File: src/rtl/core/llp_pkg.sv
// ----------------------------------------------------------------------------
// llp_pkg
// Shared types and constants of the LL(1) predictive parser.
// ----------------------------------------------------------------------------
`timescale 1ns / 1ps
`default_nettype none

package llp_pkg;

   localparam int SYM_W     = 5;
   localparam int RHS_SLOTS = 8;
   localparam int SYMS_W    = SYM_W * RHS_SLOTS;
   localparam int TBL_AW    = 8;
   localparam int TBL_DEPTH = 1 << TBL_AW;

   localparam logic [1:0] KIND_LOAD  = 2'd0;
   localparam logic [1:0] KIND_START = 2'd1;
   localparam logic [1:0] KIND_TOKEN = 2'd2;

   localparam logic [2:0] EV_EXPAND   = 3'd0;
   localparam logic [2:0] EV_MATCH    = 3'd1;
   localparam logic [2:0] EV_ACCEPT   = 3'd2;
   localparam logic [2:0] EV_NO_ENTRY = 3'd3;
   localparam logic [2:0] EV_MISMATCH = 3'd4;
   localparam logic [2:0] EV_OVERFLOW = 3'd5;
   localparam logic [2:0] EV_EXP_CAP  = 3'd6;

   localparam logic CSR_START_SYMBOL = 1'b0;
   localparam logic CSR_END_TERMINAL = 1'b1;

   typedef struct packed {
      logic [1:0]        kind;
      logic [3:0]        nonterminal;
      logic [3:0]        terminal;
      logic              entry_valid;
      logic [3:0]        rhs_length;
      logic [SYMS_W-1:0] rhs_symbols;
   } req_type;

   typedef struct packed {
      logic [2:0] event_res;
      logic [3:0] nonterminal_out;
      logic [3:0] terminal_out;
      logic [3:0] production_length;
      logic [6:0] stack_depth;
      logic       last;
   } rsp_type;

   typedef struct packed {
      logic [3:0]        len;
      logic [SYMS_W-1:0] syms;
   } tbl_entry_type;

   typedef struct packed {
      logic              en;
      logic [TBL_AW-1:0] addr;
      logic              valid;
      tbl_entry_type     entry;
   } tbl_wr_type;

   // Symbol k of a right side; slots past the packed field read as zero.
   function automatic logic [SYM_W-1:0] sym_at(logic [SYMS_W-1:0] syms, logic [3:0] k);
      logic [SYM_W-1:0] s;
      s = '0;
      for (int j = 0; j < RHS_SLOTS; j++) begin
         if (k == 4'(j)) begin
            s = syms[j*SYM_W +: SYM_W];
         end
      end
      return s;
   endfunction

endpackage

`default_nettype wire

File: src/rtl/core/llp_stack.sv
// ----------------------------------------------------------------------------
// llp_stack
// Symbol stack RAM: one write port, one registered read port.
// ----------------------------------------------------------------------------
`timescale 1ns / 1ps
`default_nettype none

module llp_stack #(
   parameter int DEPTH = 64
) (
   input  wire logic                       clock,
   input  wire logic                       wr_en,
   input  wire logic [$clog2(DEPTH)-1:0]   wr_addr,
   input  wire logic [llp_pkg::SYM_W-1:0]  wr_data,
   input  wire logic [$clog2(DEPTH)-1:0]   rd_addr,
   output logic      [llp_pkg::SYM_W-1:0]  rd_data
);
   import llp_pkg::*;

   logic [SYM_W-1:0] mem [DEPTH];

   always_ff @(posedge clock) begin
      if (wr_en) begin
         mem[wr_addr] <= wr_data;
      end
      rd_data <= mem[rd_addr];
   end

endmodule

`default_nettype wire

File: config.mk
export PLATFORM = sky130hd
export DESIGN_NAME = llp_stack
export DESIGN_NICKNAME = d
export VERILOG_FILES = /design/src/rtl/core/llp_pkg.sv /design/src/rtl/core/llp_stack.sv
export SDC_FILE = /design/constraint.sdc
export NUM_CORES = 1
export LEC_CHECK = 0
export BUFFER_PORTS_ARGS = -buffer_cell sky130_fd_sc_hd__buf_2
export CORE_AREA = 2 2 224 171
export DETAILED_ROUTE_END_ITERATION = 8
export DIE_AREA = 0 0 226 173
export PLACE_DENSITY = 0.45
export REMOVE_ABC_BUFFERS = 1
export SLEW_MARGIN = 20
export SYNTH_ARGS = -nofsm -noshare
export SYNTH_HDL_FRONTEND = slang
export SYNTH_SLANG_ARGS = --single-unit
File: constraint.sdc
create_clock -name clock -period 4.2 [get_ports clock]
set_input_delay 0.63 -clock clock [delete_from_list [all_inputs] [get_ports clock]]
set_output_delay 0.63 -clock clock [all_outputs]
set_load 0.005 [all_outputs]
# Yosys cells after proc, flatten, opt, wreduce, memory -nomap -nowiden
# Memories as Yosys holds them, arrays and structs flattened. A register that Yosys moved wholly into a read port is not among the register bits.
# Index checks and enable logic that the tools add are counted.
dict set report classes {
  add_sub_neg 0
  n_mul 0
  div 0
  n_lt_le_gt_ge 0
  n_eq_ne 0
  n_shift 0
  n_mux 2
  bitwise 0
  reduce_logical 0
}
# cell count
set op_table {}
lappend op_table {{$mux 1} 2}
dict set report totals {
  ff_bits 0
  latchBits 0
  ram_bits 320
  rom_bits 0
  in_bits 19
  output_inout_bits 5
  word_cells 3
  mem_count 1
}
# name words width rd rd_ports_with_merged_regs write_ports line
set mem_list {}
lappend mem_list {mem 64 5 1 1 1 llp_stack.sv:20} ;# logic [SYM_W-1:0] mem [DEPTH];

# Depth between registers and ports, before layout
dict set report logic_depth {
  word_depth 2
  depth_mapped 8
  depth_no_buf 5
}

# Least setup slack after synthesis
# OpenSTA, ideal clock, no wires.
dict set report synth_timing {
  path_kind {input port to flip-flop}
  start {in rd_addr[0]}
  end {reg rd_data[0] (netlist bit), read port of mem}
  setup_time_ps 127
  t_arrival_ps 2175
  required_time_ps 4073
  setup_slack_ps 1898
  cell_stages 7
  n_path_buf 3
  path_cell_list {buf_6 -> buf_6 -> buf_4 -> mux4_2 -> a22oi_1 -> a31oi_1 -> or3_1}
}
# element line
set synth_rtl {}
lappend synth_rtl {{from (decl)} llp_stack.sv:15} ;# input wire logic [$clog2(DEPTH)-1:0] rd_addr,
lappend synth_rtl {{to (decl)} llp_stack.sv:16} ;# output logic [llp_pkg::SYM_W-1:0] rd_data

==> results.json <==
{
  "grt_max_degree": 65,
  "cts_buffers": 34,
  "dr.pass1.iters": 5,
  "htree_levels": 2,
  "worst_slack_ns": 1.39,
  "start_kind": "input port",
  "fin_tns_setup_ns": 0,
  "crit_fanout": 31,
  "fmax_ghz": 0.356,
  "grt_pass1_wl_um": 42800,
  "setup_viol": 0,
  "ys_ff_latch": 325,
  "min_path_cells": 1,
  "ys_top_cells_by_area": "edfxtp_1 (75%), mux4_2 (12%), mux4_1 (2.9%)",
  "cp_common_cell": "buf_4",
  "place_hpwl_um": 18400,
  "via_per_inst": 5.10,
  "regToRegSetupSlack_ns": 1.97,
  "p_leak_nw": 4.43,
  "gp_congestion": 0.769,
  "async_reset_ff_frac": 0,
  "yosys.area.top_type": "edfxtp_1",
  "synth_seq_area_share": 0.760,
  "worst_hold_slack_ns": 0.553,
  "root_buffer": "clkbuf_16",
  "critical_path_arrival_ns": 3.19,
  "period_needed_ns": 2.81,
  "grt_overflow": 0,
  "relSlewSlack": 0.349,
  "place_ws_ns": 0.769,
  "wl_per_cell_um": 25.0,
  "start_util": 0.348,
  "synth_warnings": 0,
  "coreArea_mm2": 0.0367,
  "maxCapViolCount": 0,
  "area_growth_pct": 13.2,
  "cts_hold_buf": 0,
  "synth_area_per_cell_um2": 20.9,
  "outcome": "completed",
  "synth_top_cells_by_count": "edfxtp_1 (320), nor2_1 (67), mux4_2 (66)",
  "final_nets": 658,
  "num_vias": 5954,
  "drc": 0,
  "clk_latency_ns": 0.52,
  "hold_class": "in -> reg",
  "r2r-start": "mem[59][0]$_DFFE_PP_",
  "netlist_area_mm2": 0.0128,
  "post-place-cells": 1107,
  "synth-main-ff-cell": "edfxtp_1",
  "worstRegToRegCells": 5,
  "cts_tree": "yes",
  "drt-initial-drc-count": 483,
  "antenna_found_initial": 0,
  "grt_setup_unrepaired": "false",
  "cp-end-kind": "register",
  "port_buffers": 23,
  "finalCritPeriodShare": 0.670,
  "cp_slowest_stage_delay_ns": 0.61,
  "cpMaxStageDelayCell": "buf_4",
  "synth_top_area_frac": 0.753,
  "setup.worst_path.class": "in -> reg",
  "power_density_mw_per_mm2": 478,
  "synth.most_common_cell": "edfxtp_1",
  "grt.total_usage": 0.152,
  "cts_max_path_buffers": 3,
  "placementRows": 61,
  "cts.reportedPaths.clkPinSlew_ns": 0.06,
  "peakVddDrop_v": 0.000341,
  "hp-start": "wr_data[0]",
  "detail-route-antenna-nets": 0,
  "dpl_cell_area_mm2": 0.0133,
  "synth_edf_count": 320,
  "pin_count": 24,
  "fin_worst_skew_ns": 0.0127,
  "postCtsSetupRepairBufs": 0,
  "slew_viol_final": 0,
  "worst_slew_pin_slew_ns": 0.977,
  "finalInstanceArea_mm2": 0.0145,
  "synthCells": 610,
  "grt_pass1_vias": 6284,
  "cts_resized": 0,
  "instances_no_fill": 1168,
  "dieWidth_um": 226,
  "die_y_um": 173,
  "ys_types": 37,
  "r2r_end": "rd_data[0]$_DFF_P_",
  "cp.required_ns": 4.58,
  "hold_violations": 0,
  "cp_cell_sequence": "buf_4 > buf_4 > mux4_2 > mux2i_1 > o22ai_1 > o21ai_0 > o31ai_1",
  "n_antenna_cell": 0,
  "drt-total-wl_um": 29200,
  "dieArea_mm2": 0.0391,
  "hold_end": "mem[7][0]$_DFFE_PP_",
  "drive_gt1_frac": 0.229,
  "clkSinkCount": 325
}
worst max path at each step:
stage	cells after the start	slack (ns)	start	end
after floorplan	5	2.12	rd_addr[0]	rd_data[1]$_DFF_P_
after global placement	7	0.77	rd_addr[0]	rd_data[2]$_DFF_P_
after detailed placement	7	0.77	rd_addr[0]	rd_data[2]$_DFF_P_
after CTS	7	1.31	rd_addr[0]	rd_data[2]$_DFF_P_
after global routing	7	1.25	rd_addr[0]	rd_data[2]$_DFF_P_
final	7	1.39	rd_addr[0]	rd_data[2]$_DFF_P_
critical path: cells and delay by family:
kind / cells / cell delay (ns)
compound gates: 3 / 0.68
buf+inv: 2 / 1.10
mux: 2 / 0.75
report_power, final:
group / total (mW) / internal [mW] / switching [mW]
sequential: 3.60 / 3.59 / 0.0121
clock: 2.98 / 1.79 / 1.20
combinational: 0.327 / 0.121 / 0.206
layout by cell type (no fill, tap or decap), drive strengths merged:
cell type	synthesis	final
a31oi	7	7
nand3	6	6
mux2	12	12
nor4	4	4
o31ai	1	1
nand3b	2	2
nor3	3	3
dfxtp	5	5
nor2b	6	6
nand2	10	10
or3b	1	1
o22ai	13	13
nand4b	1	1
o221ai	7	7
nor2	67	67
bufinv	0	3
o21ai	2	2
mux4	80	80
clkinvlp	0	1
or2b	1	1
and2b	1	1
nand2b	3	3
edfxtp	320	320
a21oi	4	4
buf	18	28
mux2i	7	7
nand4	2	2
a22oi	4	4
clkbuf	16	46
or2	1	1
clkinv	0	11
or3	5	5
per-stage QoR:
step / util / total power, mW
after floorplan: - / 3.81
after global placement: 0.364 / 4.00
after detailed placement: 0.364 / 4.01
after CTS: 0.394 / 7.00
after global routing: 0.394 / 7.14
final: 0.394 / 6.91
sequential cells by signal (all words and copies together), names as in the netlist:
register and flops:
mem 320, rd_data 5
final cells by class:
class | count | area (µm²)
Clock buffer | 46 | 960
Clock inverter | 15 | 143
Fill cell | 3301 | 22300
Multi-Input combinational cell | 250 | 2830
Sequential cell | 325 | 9710
Tap cell | 504 | 631
Timing Repair Buffer | 28 | 190
layer usage:
metal  share of wire  global-route usage  wire length, µm
met2            0.45               0.230            13200
met1            0.47               0.218            13600
met5               0                   0                0
met4           0.023              0.0414              657
met3           0.057              0.0394             1670
logic make-up (layout without fill, tap and decap cells):
logic type / after synthesis / in the layout / share of synthesized area
flip-flops: 325 / 325 / 0.760
AND/OR/NAND/NOR: 113 / 113 / 0.0402
multiplexers: 99 / 99 / 0.161
AO/OA/AOI/OAI: 38 / 38 / 0.0199
buffers and inverters: 35 / 89 / 0.0182
(Power assumes the default switching activity.)
