--- src/rtl/core/llp_pkg.sv ---
// ----------------------------------------------------------------------------
// llp_pkg
// Shared types and constants of the LL(1) predictive parser.
// ----------------------------------------------------------------------------
`timescale 1ns / 1ps
`default_nettype none

package llp_pkg;

   localparam int SYM_W     = 5;
   localparam int RHS_SLOTS = 8;
   localparam int SYMS_W    = SYM_W * RHS_SLOTS;
   localparam int TBL_AW    = 8;
   localparam int TBL_DEPTH = 1 << TBL_AW;

   localparam logic [1:0] KIND_LOAD  = 2'd0;
   localparam logic [1:0] KIND_START = 2'd1;
   localparam logic [1:0] KIND_TOKEN = 2'd2;

   localparam logic [2:0] EV_EXPAND   = 3'd0;
   localparam logic [2:0] EV_MATCH    = 3'd1;
   localparam logic [2:0] EV_ACCEPT   = 3'd2;
   localparam logic [2:0] EV_NO_ENTRY = 3'd3;
   localparam logic [2:0] EV_MISMATCH = 3'd4;
   localparam logic [2:0] EV_OVERFLOW = 3'd5;
   localparam logic [2:0] EV_EXP_CAP  = 3'd6;

   localparam logic CSR_START_SYMBOL = 1'b0;
   localparam logic CSR_END_TERMINAL = 1'b1;

   typedef struct packed {
      logic [1:0]        kind;
      logic [3:0]        nonterminal;
      logic [3:0]        terminal;
      logic              entry_valid;
      logic [3:0]        rhs_length;
      logic [SYMS_W-1:0] rhs_symbols;
   } req_type;

   typedef struct packed {
      logic [2:0] event_res;
      logic [3:0] nonterminal_out;
      logic [3:0] terminal_out;
      logic [3:0] production_length;
      logic [6:0] stack_depth;
      logic       last;
   } rsp_type;

   typedef struct packed {
      logic [3:0]        len;
      logic [SYMS_W-1:0] syms;
   } tbl_entry_type;

   typedef struct packed {
      logic              en;
      logic [TBL_AW-1:0] addr;
      logic              valid;
      tbl_entry_type     entry;
   } tbl_wr_type;

   // Symbol k of a right side; slots past the packed field read as zero.
   function automatic logic [SYM_W-1:0] sym_at(logic [SYMS_W-1:0] syms, logic [3:0] k);
      logic [SYM_W-1:0] s;
      s = '0;
      for (int j = 0; j < RHS_SLOTS; j++) begin
         if (k == 4'(j)) begin
            s = syms[j*SYM_W +: SYM_W];
         end
      end
      return s;
   endfunction

endpackage

`default_nettype wire

--- src/rtl/core/llp_ctrl.sv ---
// ----------------------------------------------------------------------------
// llp_ctrl
// Parse sequencer: fetches the stack top, looks up the table, pushes the
// right side one symbol a cycle and hands results to the output register.
// ----------------------------------------------------------------------------
`timescale 1ns / 1ps
`default_nettype none

module llp_ctrl #(
   parameter int NONTERMINALS   = 16,
   parameter int TERMINALS      = 16,
   parameter int MAX_RHS        = 8,
   parameter int STACK_DEPTH    = 64,
   parameter int MAX_EXPANSIONS = 31
) (
   input  wire logic                             clock,
   input  wire logic                             reset,
   input  wire logic                             req_valid,
   output logic                                  req_stall,
   input  wire llp_pkg::req_type                 req_data,
   output logic                                  rsp_valid,
   input  wire logic                             rsp_stall,
   output llp_pkg::rsp_type                      rsp_data,
   input  wire logic [3:0]                       start_symbol,
   input  wire logic [3:0]                       end_terminal,
   output llp_pkg::tbl_wr_type                   tbl_wr,
   output logic                                  tbl_rd_en,
   output logic [llp_pkg::TBL_AW-1:0]            tbl_rd_addr,
   input  wire logic                             tbl_hit,
   input  wire llp_pkg::tbl_entry_type           tbl_entry,
   output logic                                  stk_wr_en,
   output logic [$clog2(STACK_DEPTH)-1:0]        stk_wr_addr,
   output logic [llp_pkg::SYM_W-1:0]             stk_wr_data,
   output logic [$clog2(STACK_DEPTH)-1:0]        stk_rd_addr,
   input  wire logic [llp_pkg::SYM_W-1:0]        stk_rd_data
);
   import llp_pkg::*;

   localparam int SIW = $clog2(STACK_DEPTH);
   localparam int SPW = $clog2(STACK_DEPTH + 1);
   localparam int EXW = $clog2(MAX_EXPANSIONS + 1);
   localparam logic [6:0]     NT_LIM  = 7'(NONTERMINALS);
   localparam logic [6:0]     T_LIM   = 7'(TERMINALS);
   localparam logic [3:0]     RHS_LIM = 4'(MAX_RHS);
   localparam logic [SPW:0]   SD_LIM  = (SPW + 1)'(STACK_DEPTH);
   localparam logic [EXW-1:0] EXP_LIM = EXW'(MAX_EXPANSIONS);

   typedef enum logic [6:0] {
      S_IDLE  = 7'b0000001,
      S_START = 7'b0000010,
      S_FETCH = 7'b0000100,
      S_TOP   = 7'b0001000,
      S_ENTRY = 7'b0010000,
      S_PUSH  = 7'b0100000,
      S_EMIT  = 7'b1000000
   } state_type;

   state_type      state_ff, state_in;
   logic [SPW-1:0] sp_ff, sp_in;
   logic [EXW-1:0] exp_ff, exp_in;
   logic [3:0]     push_ff, push_in;
   logic [3:0]     tok_ff, tok_in;
   logic [3:0]     nt_ff, nt_in;
   logic           parsing_ff, parsing_in;
   rsp_type        pend_ff, pend_in;
   logic           rsp_valid_ff, rsp_valid_in;
   rsp_type        rsp_data_ff, rsp_data_in;

   logic           accept;
   logic           out_free;
   logic [SPW-1:0] sp_dec;
   logic [SPW:0]   new_depth;
   logic [3:0]     len_sat;

   function automatic logic [6:0] depth7(logic [SPW-1:0] v);
      logic [SPW+6:0] w;
      w = {7'd0, v};
      return w[6:0];
   endfunction

   function automatic rsp_type mk(logic [2:0] ev, logic [3:0] nt, logic [3:0] t,
                                  logic [3:0] len, logic [SPW-1:0] d, logic lst);
      rsp_type r;
      r.event_res         = ev;
      r.nonterminal_out   = nt;
      r.terminal_out      = t;
      r.production_length = len;
      r.stack_depth       = depth7(d);
      r.last              = lst;
      return r;
   endfunction

   assign req_stall = (state_ff != S_IDLE);
   assign accept    = req_valid & ~req_stall;
   assign out_free  = ~rsp_valid_ff | ~rsp_stall;
   assign sp_dec    = sp_ff - SPW'(1);
   assign new_depth = {1'b0, sp_dec} + (SPW + 1)'(tbl_entry.len);
   assign len_sat   = (req_data.rhs_length > RHS_LIM) ? RHS_LIM : req_data.rhs_length;

   assign stk_rd_addr = sp_dec[SIW-1:0];
   assign tbl_rd_en   = (state_ff == S_TOP);
   assign tbl_rd_addr = {stk_rd_data[3:0], tok_ff};

   always_comb begin
      state_in     = state_ff;
      sp_in        = sp_ff;
      exp_in       = exp_ff;
      push_in      = push_ff;
      tok_in       = tok_ff;
      nt_in        = nt_ff;
      parsing_in   = parsing_ff;
      pend_in      = pend_ff;
      rsp_valid_in = rsp_valid_ff & rsp_stall;
      rsp_data_in  = rsp_data_ff;

      tbl_wr             = '0;
      tbl_wr.addr        = {req_data.nonterminal, req_data.terminal};
      tbl_wr.valid       = req_data.entry_valid;
      tbl_wr.entry.len   = len_sat;
      tbl_wr.entry.syms  = req_data.rhs_symbols;
      stk_wr_en          = 1'b0;
      stk_wr_addr        = '0;
      stk_wr_data        = '0;

      unique case (state_ff)
         S_IDLE: begin
            if (accept) begin
               case (req_data.kind)
                  KIND_LOAD: begin
                     tbl_wr.en = ({3'd0, req_data.nonterminal} < NT_LIM) &&
                                 ({3'd0, req_data.terminal} < T_LIM);
                  end
                  KIND_START: begin
                     stk_wr_en   = 1'b1;
                     stk_wr_data = {1'b0, end_terminal};
                     state_in    = S_START;
                  end
                  KIND_TOKEN: begin
                     if (parsing_ff) begin
                        tok_in   = req_data.terminal;
                        exp_in   = '0;
                        state_in = S_FETCH;
                     end
                  end
                  default: begin
                  end
               endcase
            end
         end
         S_START: begin
            stk_wr_en   = 1'b1;
            stk_wr_addr = SIW'(1);
            stk_wr_data = {1'b1, start_symbol};
            sp_in       = SPW'(2);
            parsing_in  = 1'b1;
            state_in    = S_IDLE;
         end
         S_FETCH: begin
            if (sp_ff == '0) begin
               pend_in    = mk(EV_MISMATCH, 4'd0, tok_ff, 4'd0, '0, 1'b1);
               parsing_in = 1'b0;
               state_in   = S_EMIT;
            end else begin
               state_in = S_TOP;
            end
         end
         S_TOP: begin
            nt_in = stk_rd_data[3:0];
            if (!stk_rd_data[SYM_W-1]) begin
               if (stk_rd_data[3:0] == end_terminal && tok_ff == end_terminal) begin
                  pend_in    = mk(EV_ACCEPT, 4'd0, tok_ff, 4'd0, sp_ff, 1'b1);
                  parsing_in = 1'b0;
               end else if (stk_rd_data[3:0] == tok_ff) begin
                  sp_in   = sp_dec;
                  pend_in = mk(EV_MATCH, 4'd0, tok_ff, 4'd0, sp_dec, 1'b1);
               end else begin
                  pend_in    = mk(EV_MISMATCH, 4'd0, tok_ff, 4'd0, sp_ff, 1'b1);
                  parsing_in = 1'b0;
               end
               state_in = S_EMIT;
            end else if (({3'd0, stk_rd_data[3:0]} >= NT_LIM) ||
                         ({3'd0, tok_ff} >= T_LIM) || !tbl_hit) begin
               pend_in    = mk(EV_NO_ENTRY, stk_rd_data[3:0], tok_ff, 4'd0, sp_ff, 1'b1);
               parsing_in = 1'b0;
               state_in   = S_EMIT;
            end else begin
               state_in = S_ENTRY;
            end
         end
         S_ENTRY: begin
            if (exp_ff == EXP_LIM) begin
               pend_in    = mk(EV_EXP_CAP, nt_ff, tok_ff, tbl_entry.len, sp_ff, 1'b1);
               parsing_in = 1'b0;
               state_in   = S_EMIT;
            end else if (new_depth > SD_LIM) begin
               pend_in    = mk(EV_OVERFLOW, nt_ff, tok_ff, tbl_entry.len, sp_ff, 1'b1);
               parsing_in = 1'b0;
               state_in   = S_EMIT;
            end else begin
               sp_in   = sp_dec;
               exp_in  = exp_ff + EXW'(1);
               push_in = tbl_entry.len;
               if (tbl_entry.len == 4'd0) begin
                  pend_in  = mk(EV_EXPAND, nt_ff, tok_ff, 4'd0, sp_dec, 1'b0);
                  state_in = S_EMIT;
               end else begin
                  state_in = S_PUSH;
               end
            end
         end
         S_PUSH: begin
            // last symbol of the right side goes in first, so the first ends on top
            stk_wr_en   = 1'b1;
            stk_wr_addr = sp_ff[SIW-1:0];
            stk_wr_data = sym_at(tbl_entry.syms, push_ff - 4'd1);
            sp_in       = sp_ff + SPW'(1);
            push_in     = push_ff - 4'd1;
            if (push_ff == 4'd1) begin
               pend_in  = mk(EV_EXPAND, nt_ff, tok_ff, tbl_entry.len,
                             sp_ff + SPW'(1), 1'b0);
               state_in = S_EMIT;
            end
         end
         S_EMIT: begin
            if (out_free) begin
               rsp_valid_in = 1'b1;
               rsp_data_in  = pend_ff;
               state_in     = pend_ff.last ? S_IDLE : S_FETCH;
            end
         end
         default: begin
            state_in = S_IDLE;
         end
      endcase
   end

   always_ff @(posedge clock) begin
      if (reset) begin
         state_ff     <= S_IDLE;
         sp_ff        <= '0;
         parsing_ff   <= 1'b0;
         rsp_valid_ff <= 1'b0;
      end else begin
         state_ff     <= state_in;
         sp_ff        <= sp_in;
         parsing_ff   <= parsing_in;
         rsp_valid_ff <= rsp_valid_in;
      end
   end

   always_ff @(posedge clock) begin
      exp_ff      <= exp_in;
      push_ff     <= push_in;
      tok_ff      <= tok_in;
      nt_ff       <= nt_in;
      pend_ff     <= pend_in;
      rsp_data_ff <= rsp_data_in;
   end

   assign rsp_valid = rsp_valid_ff;
   assign rsp_data  = rsp_data_ff;

endmodule

`default_nettype wire

--- config.mk ---
export PLATFORM = sky130hd
export DESIGN_NAME = llp_ctrl
export DESIGN_NICKNAME = d
export VERILOG_FILES = /design/src/rtl/core/llp_pkg.sv /design/src/rtl/core/llp_ctrl.sv
export SDC_FILE = /design/constraint.sdc
export NUM_CORES = 1
export LEC_CHECK = 0
export ABC_AREA = 1
export BUFFER_PORTS_ARGS = -buffer_cell sky130_fd_sc_hd__buf_2
export CORE_MARGIN = 2
export CORE_UTILIZATION = 49
export CTS_CLUSTER_DIAMETER = 80
export DETAILED_ROUTE_END_ITERATION = 8
export PLACE_DENSITY = 0.88
export SLEW_MARGIN = 20
export SYNTH_ARGS = -nofsm -noshare
export SYNTH_HDL_FRONTEND = slang
export SYNTH_SLANG_ARGS = --single-unit
export TNS_END_PERCENT = 50
--- constraint.sdc ---
create_clock -name clock -period 3.5 [get_ports clock]
set_input_delay 0.7 -clock clock [delete_from_list [all_inputs] [get_ports clock]]
set_output_delay 0.7 -clock clock [all_outputs]
set_load 0.05 [all_outputs]
# Yosys cells after proc, flatten, opt, wreduce, memory -nomap -nowiden
# Cells that the tools add are included.
[totals]
memories = 0
latchBits = 0
ff_bits = 79
wordCells = 158
mem_bits_ro = 0
ram_bits = 0
[classes]
add_sub_neg = 5
mul = 0
n_mux = 67
n_lt_le_gt_ge = 2
reduce_logical = 19
div = 0
n_eq_ne = 39
n_shift = 0
n_bitwise = 6
[ops]
columns = ["op", "n"]
rows = [
  ["23-bit two-way mux", 9],
  ["7-bit two-way mux", 15],
  ["23-bit one-hot mux with 4 select lines", 1],
  ["5-bit two-way mux", 13],
  ["7-bit one-hot mux with 6 select lines", 1],
  ["7-bit one-hot mux with 4 select lines", 1],
  ["4-bit two-way mux", 5],
  ["2-bit != test (second input constant)", 9],
  ["4-bit by 3-bit equality test with 1-bit output (second input constant)", 4],
  ["5-bit one-hot mux with 3 select lines", 1],
  ["5-bit AND reduction", 3],
  ["1-bit two-way mux", 14],
  ["7-bit one-hot mux with 2 select lines", 1],
  ["4-bit equality test", 3],
  ["6-bit one-hot mux with 2 select lines", 1],
  ["6-bit AND reduction", 2],
  ["4-bit nonzero test", 3],
  ["5-bit one-hot mux with 2 select lines", 1],
  ["3-bit != test (second input constant)", 3],
  ["7-bit by 4-bit adder with 8-bit output", 1],
  ["4-bit by 1-bit equality test with 1-bit output (second input constant)", 2],
  ["4-bit by 2-bit equality test with 1-bit output (second input constant)", 2],
  ["8-bit by 7-bit > comparator with 1-bit output (second input constant)", 1],
  ["4-bit logical NOT", 2],
  ["other kinds (34)", 40],
]

# Logic depth before layout (Yosys ltp)
[logic_depth]
ltp_word = 11
ltp_mapped = 21
depth_no_buf = 19

# Worst setup path after synthesis
# Ideal clock, no wire load.
[synth_path]
path_type = "flip-flop to flip-flop"
start = "register sp_ff[0]"
end = "register pend_ff[0] (netlist name) (enable)"
path_stages_with_launch = 18
setup_slack_ps = -296
period_less_slack_ps = 3796
path_buffers = 0
t_arrival_ps = 3418
setup_time_ps = 378
cell_sequence = "dfxtp_1 inv_2 ha_1 xor2_1 ha_1 nand3_1 nand3_1 nand2_1 nand2_1 nand3_1 nand2_1 nand2_1 nand2_2 nand3_1 nand2_1 nand2_1 nand2_1 inv_1"
[synth_via]
elab_chain_cells = 5
elab_cells_between_ends = 7
classes_between = "add/sub (2); order compare (1); eq/ne (2); reduce/logical (2)"
[synth_lines]
columns = ["element", "line_no", "source"]
rows = [
  ["from (decl)", "llp_ctrl.sv:59", "logic [SPW-1:0] sp_ff, sp_in;"],
  ["from (signal assigned)", "llp_ctrl.sv:245", "sp_ff <= sp_in;"],
  ["7-bit by 1-bit subtractor with 7-bit output", "llp_ctrl.sv:96", "assign sp_dec = sp_ff - SPW'(1);"],
  ["named net stk_rd_addr[0]", "llp_ctrl.sv:34", "output logic [$clog2(STACK_DEPTH)-1:0] stk_rd_addr,"],
  ["7-bit by 4-bit adder with 8-bit output", "llp_ctrl.sv:97", "assign new_depth = {1'b0, sp_dec} + (SPW + 1)'(tbl_entry.len);"],
  ["8-bit by 7-bit > comparator with 1-bit output", "llp_ctrl.sv:195", "end else if (new_depth > SD_LIM) begin"],
  ["4-bit != test (no line)", "n/a", ""],
  ["5-bit AND reduction (no line)", "n/a", ""],
  ["to (signal assigned)", "llp_ctrl.sv:256", "pend_ff <= pend_in;"],
  ["to (decl)", "llp_ctrl.sv:65", "rsp_type pend_ff, pend_in;"],
]
# The timed path passes the listed nets, and every way through them passes these cells.
# A chain may end at the register's enable or synchronous reset.

# Worst setup path after layout
[layout_path]
start = "register push_ff[1]"
end = "output stk_wr_data[3] (netlist name)"
[layout_via]
elab_chain_cells = 11
elab_cells_between_ends = 18
classes_between = "add/sub (1); eq/ne (7); mux (9); reduce/logical (1)"
[layout_lines]
columns = ["element", "line_no", "source"]
rows = [
  ["from (decl)", "llp_ctrl.sv:61", "logic [3:0] push_ff, push_in;"],
  ["from (signal assigned)", "llp_ctrl.sv:253", "push_ff <= push_in;"],
  ["4-bit by 1-bit subtractor with 4-bit output *", "llp_ctrl.sv:215", "stk_wr_data = sym_at(tbl_entry.syms, push_ff - 4'd1);"],
  ["4-bit logical NOT", "llp_pkg.sv:66", "if (k == 4'(j)) begin"],
  ["5-bit two-way mux (7 in series)", "llp_pkg.sv:66", ""],
  ["5-bit two-way mux *", "llp_pkg.sv:66", ""],
  ["5-bit one-hot mux with 3 select lines *", "llp_ctrl.sv:125", "unique case (state_ff)"],
  ["to (decl)", "llp_ctrl.sv:33", "output logic [llp_pkg::SYM_W-1:0] stk_wr_data,"],
]
# Every way passes the cells marked *; elsewhere a longest branch is shown, timed or not.

==> reports/summary.txt <==
fillers - 929
Crit. Startpoint - push_ff[1]$_DFFE_PP_
Fmax - 0.306 GHz
gr ovfl total - 0
area of the core - 0.0103 mm2
Critical Path Fanout Max - 5
r2r startpoint - sp_ff[0]$_SDFFE_PP0P_
P_leak - 2.84 nW
maximum VDD drop - 0.247 mV
IO Pins - 223
most frequent CP cell - nand2_1
RSZ-0062 raised after global routing - no
actual slew at the worst max-slew pin - 0.796 ns
Post-synth top flop - edfxtp_1
Clock Path Buffers - 2
CP max stage cell - edfxtp_1
XOR/XNOR share of the synthesized area - 0.00998
most area-consuming cells after synthesis - edfxtp_1 (37%), nand2_1 (10%), buf_4 (8.3%), inv_1 (6.8%), dfxtp_1 (6.2%)
adder-cell area share of the yosys netlist - 0.0453
Tmin final - 3.27 ns
Mapped Cells - 648
Synth Area in Compound Gates - 0.0737
Unique masters post-synth - 42
Root Buffer - clkbuf_8
H-tree levels - 3
Final GP Congestion - 0.946
total iterations of the first detailed-routing run - 6
drt total wl - 13300 um
FF-to-FF setup slack - 0.37 ns
Fin. Hold Viols - 0
largest family of logic cells by synthesized area - simple AND/OR/NAND/NOR gates
num rows - 37
async set-reset flop share out of synthesis - 0
R2R Path End - pend_ff[0]$_DFFE_PP_
most frequent cells after synthesis - nand2_1 (142), inv_1 (93), nor2_1 (71)
Setup crit start kind - register
Worst Skew - 0.0170 ns
Required @ worst endpoint - 2.80 ns
Cell Area, Synth - 0.00514 mm2
n_diodes - 0
mux share of post-synthesis cell area - 0
Critical Path AT - 2.57 ns
Simple-Gate Fraction of Synth Area - 0.269
Die W - 106 um
worst-case reg-to-reg path depth - 19
Slowest Stage Delay on Critical Path - 0.43 ns
most common cell in the synthesized netlist - nand2_1
Worst-path clk slew - 0.09 ns
Synth top area share - 0.368
first-pass GRT wire length - 20700 um
Hold Path Depth - 0
YS warnings - 0
final net count - 867
Via Count - 4544
Seq/Total Area, Yosys - 0.430
antenna violations before repair - 0
CTS buffer count - 9
pin count of the biggest net entering global routing - 24
HP Class - reg2reg
syn_area_per_cell - 7.94 um2
outcome - complete, no violations
register bit total from synthesis - 79
number of flops mapped to enable cells by yosys - 63
Hold Buf Count CTS - 0
post-route setup TNS - 0 ns
die area - 0.0113 mm2
final setup fails - 0
hold_sp - pend_ff[7]$_DFFE_PP_
share of layout cells above drive strength 1 - 0.273
P&R area growth vs syn - 13.2%
area leader, netlist - edfxtp_1
Pwr Total - 0.00242 W
worst skew pair latency - 0.37 ns
Clock Sinks - 79
Vias per Instance - 5.21
GRT Total Usage - 0.236
CTS tree - built
WHS Endpoint - rsp_data[7]$_DFFE_PP_
IO Port Bufs - 132
Initial Util - 0.500
vias in the first global route - 4151
hpwl dp - 10600 um
DRT iter0 DRCs - 477
max-cap violation count - 0
Setup CP Type - reg2out
die height - 106 um
Routed WL per cell - 15.3 um
Worst setup EP type - output pin
antenna-violating nets left - 0
crit share post-route - 0.935
PD cells - 415 mW/mm2
Max-slew headroom - 0.465
CP Cell Sequence - inv_2, ha_2, nor2_1, nor2_2, inv_2, nor2_4, buf_4, nand4_1, nand3_1, nand2_1, nand4_1, nand2_1, nand2_1, nand2_1, nand2_1, buf_2
DRC Markers - 0
Final Slew Violations - 0
synthesized net count - 783
==> cell families (layout without fill, tap and decap cells) <==
family,Yosys count,in the layout
and+or+nand+nor,309,309
buffers and inverters,174,263
AOI/OAI and AO/OA,63,63
DFF,79,79
xor gates and xnor gates,5,5
adders and majority gates,18,18
==> state kept, by name, indices dropped and copies added (netlist names) <==
register    flops
nt_ff           4
rsp_data       23
parsing_ff      1
push_ff         4
sp_ff           7
state_ff        7
exp_ff          5
pend_ff        23
rsp_valid       1
tok_ff          4
==> worst max-delay path, delay by kind of cell, from the launching register on <==
family | cells | cell delay (ns)
AND/OR/NAND/NOR | 11 | 0.92
buffers and inverters | 4 | 0.63
flip-flops | 1 | 0.43
adder cells (fa/ha/maj) | 1 | 0.22
==> how the worst max path moves through the flow <==
stage / endpoint / slack [ns] / cells past startpoint
finish: stk_wr_data[3] / 0.23 / 16
floorplan: pend_ff[0]$_DFFE_PP_ / 0.03 / 17
detailed placement: stk_wr_data[1] / 0.22 / 16
global route: stk_wr_data[0] / 0.008 / 14
CTS: stk_wr_data[2] / 0.03 / 14
global placement: stk_wr_data[1] / 0.24 / 16
==> layout make-up <==
type / instances / area [um2] / area share
Clock inverter: 7 / 86.3 / 0.0148
Clock buffer: 9 / 124 / 0.0213
Inverter: 107 / 402 / 0.0690
Tap cell: 136 / 170 / 0.0292
Sequential cell: 79 / 2210 / 0.380
Multi-Input combinational cell: 395 / 2100 / 0.360
Timing Repair Buffer: 140 / 731 / 0.126
==> layer usage <==
| layer | routed length [um] | vias up | GRT usage |
|---|---|---|---|
| li1 | - | 2220 | - |
| met1 | 5330 | 2053 | 0.293 |
| met2 | 6380 | 232 | 0.403 |
| met3 | 1290 | 39 | 0.0546 |
| met4 | 329 | 0 | 0.0853 |
| met5 | 0 | - | 0 |
==> through the flow <==
step	area, um2	hold slack, ns	instances	utilization	setup slack, ns
2_1_floorplan	5160	0.400	648	-	0.0263
4_1_cts	5780	0.424	870	0.562	0.0274
6_report	5820	0.424	873	0.566	0.227
3_5_place_dp	5540	0.406	853	0.539	0.217
5_1_grt	5820	0.433	873	0.566	0.00826
3_3_place_gp	5540	0.401	853	0.539	0.242
==> power by group <==
group	switching, W	internal [W]	leakage, nW	total, W
clock network	0.000376	0.000347	0.105	0.000722
logic	0.000463	0.000195	2.02	0.000658
registers	0.0000205	0.00102	0.714	0.00104
==> repair_timing <==
action                     CTS  global route
setup endpoints to repair    5             5
resized for setup            8            10
pin swaps                    0             1
setup buffers                1             3
hold endpoints to repair     0             0
==> cells in the final DEF (no fill, tap or decap), types with 2 or more instances in the layout <==
| cell | n |
|---|---|
| a211oi_1 | 3 |
| a21oi_1 | 9 |
| a22o_1 | 3 |
| a32o_1 | 4 |
| buf_2 | 128 |
| buf_4 | 12 |
| clkbuf_8 | 9 |
| dfxtp_1 | 16 |
| edfxtp_1 | 63 |
| ha_1 | 16 |
| inv_1 | 90 |
| inv_2 | 16 |
| inv_6 | 3 |
| inv_8 | 2 |
| nand2_1 | 140 |
| nand2_2 | 6 |
| nand2_4 | 3 |
| nand3_1 | 45 |
| nand3_2 | 2 |
| nand4_1 | 23 |
| nor2_1 | 68 |
| nor2_2 | 8 |
| nor2_4 | 2 |
| nor3_1 | 4 |
| nor4_1 | 2 |
| o211ai_1 | 3 |
| o21ai_0 | 31 |
| o21ai_1 | 6 |
| xor2_2 | 3 |
Note: power is estimated with default switching activity, not from simulation.
